## src/rtl/gha_pkg.sv

```systemverilog
package gha_pkg;

    localparam int SLOT_COUNT = 1024;
    localparam int IdxW       = $clog2(SLOT_COUNT);
    localparam int SlotW      = IdxW + 1;
    localparam logic [SlotW-1:0] NoSlot = {SlotW{1'b1}};

    typedef enum logic [1:0] {
        OP_CREATE    = 2'd0,
        OP_CREATE_ID = 2'd1,
        OP_DESTROY   = 2'd2,
        OP_QUERY     = 2'd3
    } t_op;

    typedef enum logic [1:0] {
        ST_OK        = 2'd0,
        ST_NOT_ALIVE = 2'd1,
        ST_COLLIDE   = 2'd2,
        ST_FULL      = 2'd3
    } t_status;

    typedef struct packed {
        logic [1:0] opcode;
        logic [9:0] handle_index;
        logic [7:0] handle_version;
    } t_in;

    typedef struct packed {
        logic [1:0]  status;
        logic [9:0]  out_index;
        logic [7:0]  out_version;
        logic [10:0] live_count;
    } t_out;

    typedef struct packed {
        logic [7:0]       version;
        logic             alive;
        logic [SlotW-1:0] next_free;
    } t_entry;

    // controller -> datapath
    typedef struct packed {
        logic accept;
        logic fill;
        logic rd;
        logic exec;
    } t_cmd;

    // datapath -> controller
    typedef struct packed {
        logic need_fill;
        logic fill_last;
        logic out_free;
    } t_sts;

endpackage

```

## src/rtl/gha_ctrl.sv

```systemverilog
module gha_ctrl (
    input  logic          i_clk,
    input  logic          i_rst_n,
    input  logic          i_in_valid,
    output logic          o_in_ready,
    input  gha_pkg::t_sts i_sts,
    output gha_pkg::t_cmd o_cmd
);
    import gha_pkg::*;

    typedef enum logic [3:0] {
        S_IDLE = 4'b0001,
        S_FILL = 4'b0010,
        S_RD   = 4'b0100,
        S_EX   = 4'b1000
    } t_state;

    t_state r_state;
    t_state n_state;

    always_comb begin
        n_state      = r_state;
        o_cmd        = '0;
        o_in_ready   = 1'b0;
        unique case (r_state)
            S_IDLE: begin
                o_in_ready   = 1'b1;
                o_cmd.accept = i_in_valid;
                if (i_in_valid) begin
                    n_state = i_sts.need_fill ? S_FILL : S_EX;
                end
            end
            S_FILL: begin
                o_cmd.fill = 1'b1;
                if (i_sts.fill_last) begin
                    n_state = S_RD;
                end
            end
            S_RD: begin
                o_cmd.rd = 1'b1;
                n_state  = S_EX;
            end
            S_EX: begin
                // hold until the result register can take the item
                if (i_sts.out_free) begin
                    o_cmd.exec = 1'b1;
                    n_state    = S_IDLE;
                end
            end
            default: n_state = S_IDLE;
        endcase
    end

    always_ff @(posedge i_clk) begin
        if (!i_rst_n) begin
            r_state <= S_IDLE;
        end else begin
            r_state <= n_state;
        end
    end

endmodule

```

## config.mk

```make
export PLATFORM = sky130hd
export DESIGN_NAME = gha_ctrl
export DESIGN_NICKNAME = d
export VERILOG_FILES = /design/src/rtl/gha_pkg.sv /design/src/rtl/gha_ctrl.sv
export SDC_FILE = /design/constraint.sdc
export NUM_CORES = 1
export LEC_CHECK = 0
export ABC_AREA = 1
export BUFFER_PORTS_ARGS = -buffer_cell sky130_fd_sc_hd__buf_2
export CORE_AREA = 2 2 39 41
export CTS_BUF_LIST = sky130_fd_sc_hd__clkbuf_2 sky130_fd_sc_hd__clkbuf_4 sky130_fd_sc_hd__clkbuf_8
export DETAILED_ROUTE_END_ITERATION = 8
export DIE_AREA = 0 0 41 43
export PLACE_DENSITY_LB_ADDON = 0.3
export SYNTH_ARGS = -nofsm -noshare
export SYNTH_HDL_FRONTEND = slang
export SYNTH_SLANG_ARGS = --single-unit
```

## constraint.sdc

```tcl
create_clock -name i_clk -period 1.4 [get_ports i_clk]
set_clock_uncertainty 0.05 [all_clocks]
set_input_delay 0.07 -clock i_clk [delete_from_list [all_inputs] [get_ports i_clk]]
set_output_delay 0.07 -clock i_clk [all_outputs]
set_load 0.005 [all_outputs]
```

# Word-level counts from Yosys, hierarchy flattened
# Index checks and enable logic that the tools add are counted.
# Widths: inputs -> output; s select.
totals:
  reg_bits: 4
  in_bits: 6
  out_inout_bits: 5
  word_cells: 20
classes:
  n_eq_ne: 7
  mux: 11
  reduce_logical: 1
op_table:
  columns: ["cell", "n"]
  rows:
  - ["$mux 4", 4]
  - ["$pmux 4 s4", 1]
  - ["$mux 1", 6]
  - ["$ne 2x2->1 const B", 3]
  - ["$eq 4x1->1 const B", 1]
  - ["$eq 4x2->1 const B", 1]
  - ["$eq 4x3->1 const B", 1]
  - ["$eq 4x4->1 const B", 1]
  - ["$reduce_and 3->1", 1]

# Logic depth before layout (Yosys ltp)
# Gate-level depths: netlist (run 1).
logic_depth:
  depth_word: 3
  depth_mapped: 7
  ltp_nobuf: 7

# Least setup slack after synthesis (run 1)
# Ideal clock, no wire load.
synth_timing:
  kind: "register to register"
  startpoint: "reg r_state[2]"
  endpoint: "reg r_state[3]"
  setup_ns: 0.113
  arrival_time_ns: 0.845
  required_ns: 1.237
  path_slack_ns: 0.392
  stages_incl_launch_ff: 7
  n_path_buf: 0
  synth_period_minus_slack_ns: 1.008
  cell_sequence: "dfxtp_1 > nor2_2 > nand3_1 > nand3_2 > nand2_1 > nand2_1 > nor2_1"
synth_between:
  elab_chain_cells: 3
  elab_cells_between_ends: 9
  cone_classes: "eq/ne: 7; mux: 1; reduce/logical: 1"
synth_lines:
  columns: ["element", "line", "source"]
  rows:
  - ["start: declaration", "gha_ctrl.sv:18", "t_state r_state;"]
  - ["start signal: assignment", "gha_ctrl.sv:58", "r_state <= n_state;"]
  - ["$eq 4x2->1, or another cell as far along", "gha_ctrl.sv:25", "unique case (r_state)"]
  - ["$ne 2x2->1 (no line)", null, null]
  - ["$reduce_and 3->1 (no line)", null, null]
# Parallel ways exist; a longest one is shown, timed or not.
# A chain may end at the register's enable or synchronous reset.

==> report_table.html, run 1 <==
<table>
<tr><th>Metric</th><th>Value</th></tr>
<tr><th colspan="2">Run status</th></tr>
<tr><td>Status</td><td>finished, final reports clean</td></tr>
<tr><th colspan="2">Critical path</th></tr>
<tr><td>Crit-path max FO</td><td>4</td></tr>
<tr><td>Critical Path End Type</td><td>output port</td></tr>
<tr><td>Required time at the endpoint of the critical path</td><td>1280 ps</td></tr>
<tr><td>Startpoint Class</td><td>flop</td></tr>
<tr><td>Worst Setup Path Type</td><td>reg2out</td></tr>
<tr><td>CP arrival</td><td>about 1100 ps</td></tr>
<tr><th colspan="2">Global route</th></tr>
<tr><td>Total congestion overflow</td><td>0</td></tr>
<tr><td>Global-route track usage on met2</td><td>approximately a tenth</td></tr>
<tr><td>Initial antenna violation count</td><td>0</td></tr>
<tr><td>GR Util All Layers</td><td>7.731%</td></tr>
<tr><td>Wire length of the first global-routing pass</td><td>between 800 and 900 um</td></tr>
<tr><td>GR Util met1</td><td>between 9 and 10%</td></tr>
<tr><td>Global routing's busiest layer</td><td>met1</td></tr>
<tr><td>Via count of the first global-routing pass</td><td>237</td></tr>
<tr><td>Maximum number of pins on one net before global-route repair</td><td>5</td></tr>
<tr><td>Global routing met3 resource utilization</td><td>3.141%</td></tr>
<tr><th colspan="2">Power and ir drop</th></tr>
<tr><td>Tot Pwr</td><td>0.0004465 W</td></tr>
<tr><td>Maximum vdd drop</td><td>around 0.00038 V</td></tr>
<tr><td>Total power divided by cell area</td><td>1256 nW/um2</td></tr>
<tr><td>P_leak</td><td>approximately 0.21 nW</td></tr>
<tr><th colspan="2">Cells and area</th></tr>
<tr><td>Fraction of the core area covered by cells at the end of the flow</td><td>between 20% and 30%</td></tr>
<tr><td>Cell area after layout</td><td>between 300 and 400 um2</td></tr>
<tr><td>Most common cell after layout, fill and taps aside</td><td>buf_2</td></tr>
<tr><td>Top reg by flops</td><td>r_state</td></tr>
<tr><td>Max FFs per register</td><td>4</td></tr>
<tr><td>Layout net count</td><td>60</td></tr>
<tr><td>Biggest regs</td><td>r_state (4)</td></tr>
<tr><td>Number of standard cells in the layout, taps in and fillers out</td><td>68</td></tr>
<tr><td>Highest-count cells in the layout ignoring fill and taps</td><td>10 x buf_2, 9 x inv_1, 6 x nor2_1, 5 x nand2_1</td></tr>
<tr><td>Ant diodes</td><td>0</td></tr>
<tr><td>Share of cells above drive strength 1</td><td>between 40% and 50%</td></tr>
<tr><td>Signed area change from the synthesized netlist to the final layout</td><td>35.24%</td></tr>
<tr><th colspan="2">Detailed routing</th></tr>
<tr><td>Number of nets still failing antenna checks after routing</td><td>0</td></tr>
<tr><td>Via count normalized by instance count</td><td>roughly 4</td></tr>
<tr><td>Number of DRC markers after the initial detailed-route iteration</td><td>4</td></tr>
<tr><td>Average routed wire per standard cell</td><td>8.103 um</td></tr>
<tr><td>Count of TritonRoute iterations in the first routing pass</td><td>4</td></tr>
<tr><td>Post-route DRC violation count</td><td>0</td></tr>
<tr><td>Total vias in the final route</td><td>approximately 270</td></tr>
<tr><td>WL final</td><td>between 500 and 600 um</td></tr>
<tr><th colspan="2">Timing</th></tr>
<tr><td>Tmin final</td><td>1229 ps</td></tr>
<tr><td>Rel. slew slack</td><td>between 80% and 90%</td></tr>
<tr><td>Final hold vios</td><td>0</td></tr>
<tr><td>Total negative setup slack</td><td>0 ps</td></tr>
<tr><td>Worst Tran Pin Value</td><td>around 200 ps</td></tr>
<tr><td>Count of final setup violators</td><td>0</td></tr>
<tr><td>Final max-slew violation count</td><td>0</td></tr>
<tr><td>Top achievable clock speed</td><td>around 800 MHz</td></tr>
<tr><td>Final period util</td><td>between 80% and 90%</td></tr>
<tr><td>Unrepaired setup endpoints after global routing</td><td>no</td></tr>
<tr><th colspan="2">Clocking</th></tr>
<tr><td>Root Buffer Master</td><td>clkbuf_4</td></tr>
<tr><td>Number of CTS-inserted buffers</td><td>3</td></tr>
<tr><td>Clock net sink count</td><td>4</td></tr>
<tr><td>Clock-pin slew on the worst setup and hold paths</td><td>about 40 ps</td></tr>
<tr><td>CTS HTree Levels</td><td>1</td></tr>
<tr><td>Clock tree from TritonCTS</td><td>yes</td></tr>
<tr><td>Buffer count from post-CTS setup fixing</td><td>0</td></tr>
<tr><td>Count of instances resized after the clock tree is built</td><td>0</td></tr>
<tr><td>Clock latency on the worst-skew pair</td><td>about 230 ps</td></tr>
<tr><td>Number of hold buffers added after cts</td><td>0</td></tr>
<tr><td>Maximum number of buffers from clock root to sink</td><td>2</td></tr>
<tr><th colspan="2">Min path</th></tr>
<tr><td>Min-Delay Path Class</td><td>in2reg</td></tr>
<tr><th colspan="2">Floorplan</th></tr>
<tr><td>Area of the core</td><td>~1400 um2</td></tr>
<tr><td>Cell Rows</td><td>14</td></tr>
<tr><td>Height of the chip</td><td>about 43 um</td></tr>
<tr><td>Die area</td><td>about 1800 um2</td></tr>
<tr><td>Number of top-level pins</td><td>11</td></tr>
<tr><td>Starting utilization of the core area</td><td>a little under a fifth</td></tr>
<tr><td>Width of the chip</td><td>a little over 40 um</td></tr>
<tr><th colspan="2">Yosys</th></tr>
<tr><td>Ranking of synthesized cells by area</td><td>dfxtp_1 30%, inv_1 13%, nor2_1 8.6%, nand3_1 7.6%, nand2_1 7.1%</td></tr>
<tr><td>Post-synthesis net count</td><td>45</td></tr>
<tr><td>Area of the mapped netlist</td><td>262.8 um2</td></tr>
<tr><td>Dominant cell type by area after synthesis</td><td>dfxtp_1</td></tr>
<tr><td>FF+latch count, synth</td><td>4</td></tr>
<tr><td>Post-synthesis cell type count</td><td>14</td></tr>
<tr><td>Sequential area share after synthesis</td><td>30.48%</td></tr>
<tr><td>Synthesized instance count</td><td>39</td></tr>
<tr><td>Mean instance size in the synthesized netlist</td><td>6.737 um2</td></tr>
<tr><td>Fraction of synthesized cell area taken by the top area cell type</td><td>a little under a third</td></tr>
<tr><td>Count of yosys warnings during synthesis</td><td>0</td></tr>
<tr><th colspan="2">Placed design</th></tr>
<tr><td>Detailed Place HPWL</td><td>465.3 um</td></tr>
<tr><td>RD Place Congestion</td><td>0.7135</td></tr>
<tr><td>Cell count after placement</td><td>between 60 and 70</td></tr>
<tr><td>Total of buffers placed on input and output ports</td><td>10</td></tr>
<tr><td>Placed Area</td><td>332.8 um2</td></tr>
<tr><th colspan="2">Run</th></tr>
<tr><td>Number of maximum-capacitance constraint violations</td><td>0</td></tr>
</table>
-- cell families (layout without fill, tap and decap cells) --
kind of cell    count (synthesis)  count (layout)  share of synthesized area (%)
flops                           4               4                          30.48
buf+inv                         9              22                          12.86
simple gates                   23              23                          47.14
compound gates                  3               3                          9.526
-- critical path, cell delays in order (launching register included) --
cell and delay, ps:
dfxtp_1 320, nor2_2 200, nand2_2 140, nor2_4 110, buf_2 120
-- where the power goes --
part / total (W) / internal [W] / switching, W / leakage (nW)
logic: 0.000168 / 0.0000662 / 0.000102 / 0.165
registers: 0.000142 / 0.000131 / 0.0000109 / 0.0328
clock network: 0.000136 / 0.0000955 / 0.0000408 / 0.0138
total: 0.000446 / 0.000293 / 0.000153 / 0.211
-- per-layer routing --
| metal | up-vias | part of all wire, % |
|---|---|---|
| met5 | - | 0 |
| met4 | 0 | 1.8 |
| met3 | 2 | 7.3 |
| met2 | 8 | 45 |
| met1 | 116 | 46 |
| li1 | 146 | - |
-- metrics by stage --
stage	setup WS [ps]	hold WS, ps
3_5_place_dp	292.1	282.2
4_1_cts	161.3	41.47
6_report	171.2	49.06
3_3_place_gp	324.3	276.0
5_1_grt	58.03	38.51
2_1_floorplan	392.3	140.4
-- final timing paths --
| path | slack, ps | startpoint | cells after the start | end |
|---|---|---|---|---|
| worst min register to register | 530 | r_state[3]$_SDFFE_PN0P_ | 4 | r_state[3]$_SDFFE_PN0P_ |
| worst min-delay path | 50 | i_rst_n | 3 | r_state[3]$_SDFFE_PN0P_ |
| worst max-delay path | 170 | r_state[2]$_SDFFE_PN0P_ | 4 | o_cmd[3] |
| worst max register to register | 290 | r_state[1]$_SDFFE_PN0P_ | 7 | r_state[3]$_SDFFE_PN0P_ |
-- cells in the mapped netlist --
master,n
o21ai_2,1
o21bai_1,1
nor3_1,1
nor2_4,1
inv_1,9
nor2_2,2
nand2_2,2
a21oi_2,1
dfxtp_1,4
nand3_1,4
nor2_1,6
nand3_2,1
nand2_1,5
nand3b_2,1
-- area by class of cell --
| type | instances | area (um2) |
|---|---|---|
| multi-input combinational | 26 | 148.9 |
| tap | 16 | 20.02 |
| sequential | 4 | 80.08 |
| timing repair buffer | 10 | 50.05 |
| clock buffer | 3 | 22.52 |
| inverter | 9 | 33.78 |
| fill | 159 | 1028 |
No activity file was read; power rests on OpenSTA's default activity.
==> inputs of run 2 (changes only) <==
==> constraint.sdc (replaced) <==
create_clock -name i_clk -period 1.4 [get_ports i_clk]
set_clock_uncertainty 0.05 [all_clocks]
set_input_delay 0.42 -clock i_clk [delete_from_list [all_inputs] [get_ports i_clk]]
set_output_delay 0.42 -clock i_clk [all_outputs]
set_load 0.005 [all_outputs]
==> run 2 against run 1 <==
Net effect: the flow now finishes with violations (negative setup slack); sequential cell count is the same; utilization is 6.1 points higher; clock power rose by 5%; critical path depth up 1; count of clock-buffer cells in the layout stayed put; total power rose by 24%; first-iteration DRC count down 50%; largest power group unchanged; register-to-register slack got worse by 70 ps; largest cell class unchanged.
==> report_table.html, run 2 (synthesized netlist as in run 1, its figures left out) <==
<table>
<tr><th>Metric</th><th>Value</th></tr>
<tr><th colspan="2">Clocking</th></tr>
<tr><td>Clock tree from TritonCTS</td><td>yes</td></tr>
<tr><td>Clock latency on the worst-skew pair</td><td>240 ps (about the same)</td></tr>
<tr><td>Maximum number of buffers from clock root to sink</td><td>2 (unchanged)</td></tr>
<tr><td>Clock net sink count</td><td>4 (unchanged)</td></tr>
<tr><td>Root Buffer Master</td><td>clkbuf_4</td></tr>
<tr><td>Clock-pin slew on the worst setup and hold paths</td><td>40 ps (about the same)</td></tr>
<tr><td>CTS HTree Levels</td><td>1 (unchanged)</td></tr>
<tr><td>Number of CTS-inserted buffers</td><td>3 (unchanged)</td></tr>
<tr><td>Number of hold buffers added after cts</td><td>0 (unchanged)</td></tr>
<tr><th colspan="2">Cells and area</th></tr>
<tr><td>Cell area after layout</td><td>439.2 um2 (+24%)</td></tr>
<tr><td>Ant diodes</td><td>0 (unchanged)</td></tr>
<tr><td>Number of standard cells in the layout, taps in and fillers out</td><td>75 (+10%)</td></tr>
<tr><td>Share of cells above drive strength 1</td><td>66.10% (+24 points)</td></tr>
<tr><td>Highest-count cells in the layout ignoring fill and taps</td><td>10 x buf_2, 7 x buf_4, 6 x inv_1, 4 x nand3_1, 4 x nand2_1</td></tr>
<tr><td>Max FFs per register</td><td>4 (unchanged)</td></tr>
<tr><td>Most common cell after layout, fill and taps aside</td><td>buf_2</td></tr>
<tr><td>Biggest regs</td><td>r_state (4)</td></tr>
<tr><td>Top reg by flops</td><td>r_state</td></tr>
<tr><td>Layout net count</td><td>67 (+12%)</td></tr>
<tr><td>Footprint of the multi-input gates</td><td>173.9 um2 (+17%)</td></tr>
<tr><td>Seq. cell area</td><td>86.33 um2 (+7.8%)</td></tr>
<tr><td>Signed area change from the synthesized netlist to the final layout</td><td>67.14%</td></tr>
<tr><td>Number of inserted filler cells in the final layout</td><td>164 (+3.1%)</td></tr>
<tr><th colspan="2">Floorplan</th></tr>
<tr><td>Starting utilization of the core area</td><td>18.99% (unchanged)</td></tr>
<tr><td>Width of the chip</td><td>41 um (unchanged)</td></tr>
<tr><td>Die area</td><td>1763 um2 (unchanged)</td></tr>
<tr><td>Cell Rows</td><td>14 (unchanged)</td></tr>
<tr><td>Height of the chip</td><td>43 um (unchanged)</td></tr>
<tr><td>Number of top-level pins</td><td>11 (unchanged)</td></tr>
<tr><td>Area of the core</td><td>1384 um2 (unchanged)</td></tr>
<tr><th colspan="2">Critical path</th></tr>
<tr><td>CP arrival</td><td>1000 ps (-110 ps)</td></tr>
<tr><td>Register-to-Register Setup Slack</td><td>220 ps (-70 ps)</td></tr>
<tr><td>Critical Path End Type</td><td>output port</td></tr>
<tr><td>Startpoint Class</td><td>flop</td></tr>
<tr><td>Reg2Reg Launch Point</td><td>r_state[0]$_SDFFE_PN1P_</td></tr>
<tr><td>Required time at the endpoint of the critical path</td><td>930 ps (-350 ps)</td></tr>
<tr><td>Register-to-Register Path Depth</td><td>8 (+1)</td></tr>
<tr><td>Reg2reg end</td><td>r_state[3]$_SDFFE_PN0P_</td></tr>
<tr><td>Worst Setup Path Type</td><td>reg2out</td></tr>
<tr><td>Crit-path max FO</td><td>3 (-1)</td></tr>
<tr><th colspan="2">Detailed routing</th></tr>
<tr><td>Total vias in the final route</td><td>309 (+14%)</td></tr>
<tr><td>Number of nets still failing antenna checks after routing</td><td>0 (unchanged)</td></tr>
<tr><td>Count of TritonRoute iterations in the first routing pass</td><td>3 (-1)</td></tr>
<tr><td>Via count normalized by instance count</td><td>4.120 (+3.0%)</td></tr>
<tr><td>Post-route DRC violation count</td><td>0 (unchanged)</td></tr>
<tr><td>WL final</td><td>638 um (+16%)</td></tr>
<tr><td>Number of DRC markers after the initial detailed-route iteration</td><td>2 (-2)</td></tr>
<tr><td>Average routed wire per standard cell</td><td>8.507 um (+5.0%)</td></tr>
<tr><th colspan="2">Timing</th></tr>
<tr><td>Tmin final</td><td>1473 ps (+243.8 ps)</td></tr>
<tr><td>Count of final setup violators</td><td>5 (+5)</td></tr>
<tr><td>Total negative setup slack</td><td>-273.7 ps (-273.7 ps)</td></tr>
<tr><td>Final period util</td><td>105.2% (+17 points)</td></tr>
<tr><td>Unrepaired setup endpoints after global routing</td><td>yes</td></tr>
<tr><td>Rel. slew slack</td><td>88.05% (+1.5 points)</td></tr>
<tr><td>Final hold vios</td><td>0 (unchanged)</td></tr>
<tr><td>Worst Tran Pin Value</td><td>179.1 ps (-22.17 ps)</td></tr>
<tr><td>Final WS setup</td><td>-72.69 ps (-243.8 ps)</td></tr>
<tr><td>Top achievable clock speed</td><td>679.0 MHz (-17%)</td></tr>
<tr><td>Final max-slew violation count</td><td>0 (unchanged)</td></tr>
<tr><th colspan="2">Placed design</th></tr>
<tr><td>RD Place Congestion</td><td>0.7798 (+9.3%)</td></tr>
<tr><td>Total of buffers placed on input and output ports</td><td>10 (unchanged)</td></tr>
<tr><td>Detailed Place HPWL</td><td>466.4 um (+0.24%)</td></tr>
<tr><td>Cell count after placement</td><td>67 (+3.1%)</td></tr>
<tr><td>Placed Area</td><td>347.8 um2 (+4.5%)</td></tr>
<tr><th colspan="2">Min path</th></tr>
<tr><td>Min-Delay Path Class</td><td>in2reg</td></tr>
<tr><td>Worst Hold Endpoint</td><td>r_state[3]$_SDFFE_PN0P_</td></tr>
<tr><td>Start point of the worst hold path</td><td>i_rst_n</td></tr>
<tr><td>Number of cells on the worst hold path</td><td>3 (unchanged)</td></tr>
<tr><th colspan="2">Run</th></tr>
<tr><td>Number of maximum-capacitance constraint violations</td><td>0 (unchanged)</td></tr>
<tr><th colspan="2">Global route</th></tr>
<tr><td>Initial antenna violation count</td><td>0 (unchanged)</td></tr>
<tr><td>Total congestion overflow</td><td>0 (unchanged)</td></tr>
<tr><td>Wire length of the first global-routing pass</td><td>1021 um (+18%)</td></tr>
<tr><td>Maximum number of pins on one net before global-route repair</td><td>5 (unchanged)</td></tr>
<tr><td>GR Util All Layers</td><td>10.04% (+2.3 points)</td></tr>
<tr><td>Via count of the first global-routing pass</td><td>268 (+13%)</td></tr>
<tr><th colspan="2">Run status</th></tr>
<tr><td>Status</td><td>finished with violations</td></tr>
<tr><td>Failing checks</td><td>negative setup slack</td></tr>
<tr><th colspan="2">Power and ir drop</th></tr>
<tr><td>Maximum vdd drop</td><td>0.0003511 V (-7.6%)</td></tr>
<tr><td>P_leak</td><td>0.2442 nW (+16%)</td></tr>
<tr><td>Total power divided by cell area</td><td>1258 nW/um2 (+0.11%)</td></tr>
</table>
==> run 2: changes by cell type in the layout (fill, tap and decap cells not counted), sizes merged <==
cell  delta
buf      +7
==> run 2: worst max-delay path by stage <==
stage,startpoint,to,cells after the start
final,r_state[1]$_SDFFE_PN0P_,o_cmd[2],5
after global routing,r_state[0]$_SDFFE_PN1P_,o_cmd[3],5
after CTS,r_state[0]$_SDFFE_PN1P_,o_cmd[3],5
after detailed placement,r_state[2]$_SDFFE_PN0P_,o_cmd[3],4
after global placement,r_state[1]$_SDFFE_PN0P_,o_cmd[2],5
after floorplan,r_state[2]$_SDFFE_PN0P_,o_cmd[3],3
==> run 2: layout make-up <==
class | count | area share [%]
clock buffer | 3 | 5.128
tap | 16 | 4.558
sequential | 4 | 19.66
inverter | 9 | 7.692
multi-input combinational | 26 | 39.60
timing repair buffer | 17 | 23.36
==> run 2: report_power, final <==
group          internal, W  leakage (nW)  total, W  switching (W)
logic             0.000131         0.197  0.000256       0.000124
clock network    0.0000959        0.0138  0.000143      0.0000474
registers         0.000134        0.0337  0.000153      0.0000191
total             0.000362         0.244  0.000552       0.000191
==> run 2: layer usage <==
layer	track usage [%]	routed length (um)	vias to the layer above
met4	16.00	51	0
met2	12.19	286	10
met3	3.141	34	4
met5	0	0	-
met1	9.968	265	133
li1	-	-	162
==> run 2: worst max-delay path, cell delays in order, from the launching register on <==
cell and delay [ps]:
dfxtp_4 360, inv_1 50, nor2_2 150, nand2_2 70, inv_2 40, buf_2 100
==> run 2: per-stage QoR <==
stage	util, %	hold WS [ps]	total power, W	setup WS (ps)
6_report	31.74	373.6	0.0005524	-72.69
5_1_grt	31.74	373.0	0.0005994	-141.1
4_1_cts	29.02	375.1	0.0005151	-137.5
3_5_place_dp	25.14	517.5	0.0003242	100.2
3_3_place_gp	25.14	516.3	0.0003256	98.41
2_1_floorplan	-	490.4	0.0002683	222.3
==> run 2: repair_timing <==
action | in CTS | in global routing
gates resized for setup | 9 | 5
endpoints found under the setup margin | 5 | 5
pin swaps | 4 | 5
buffers inserted | 1 | 4
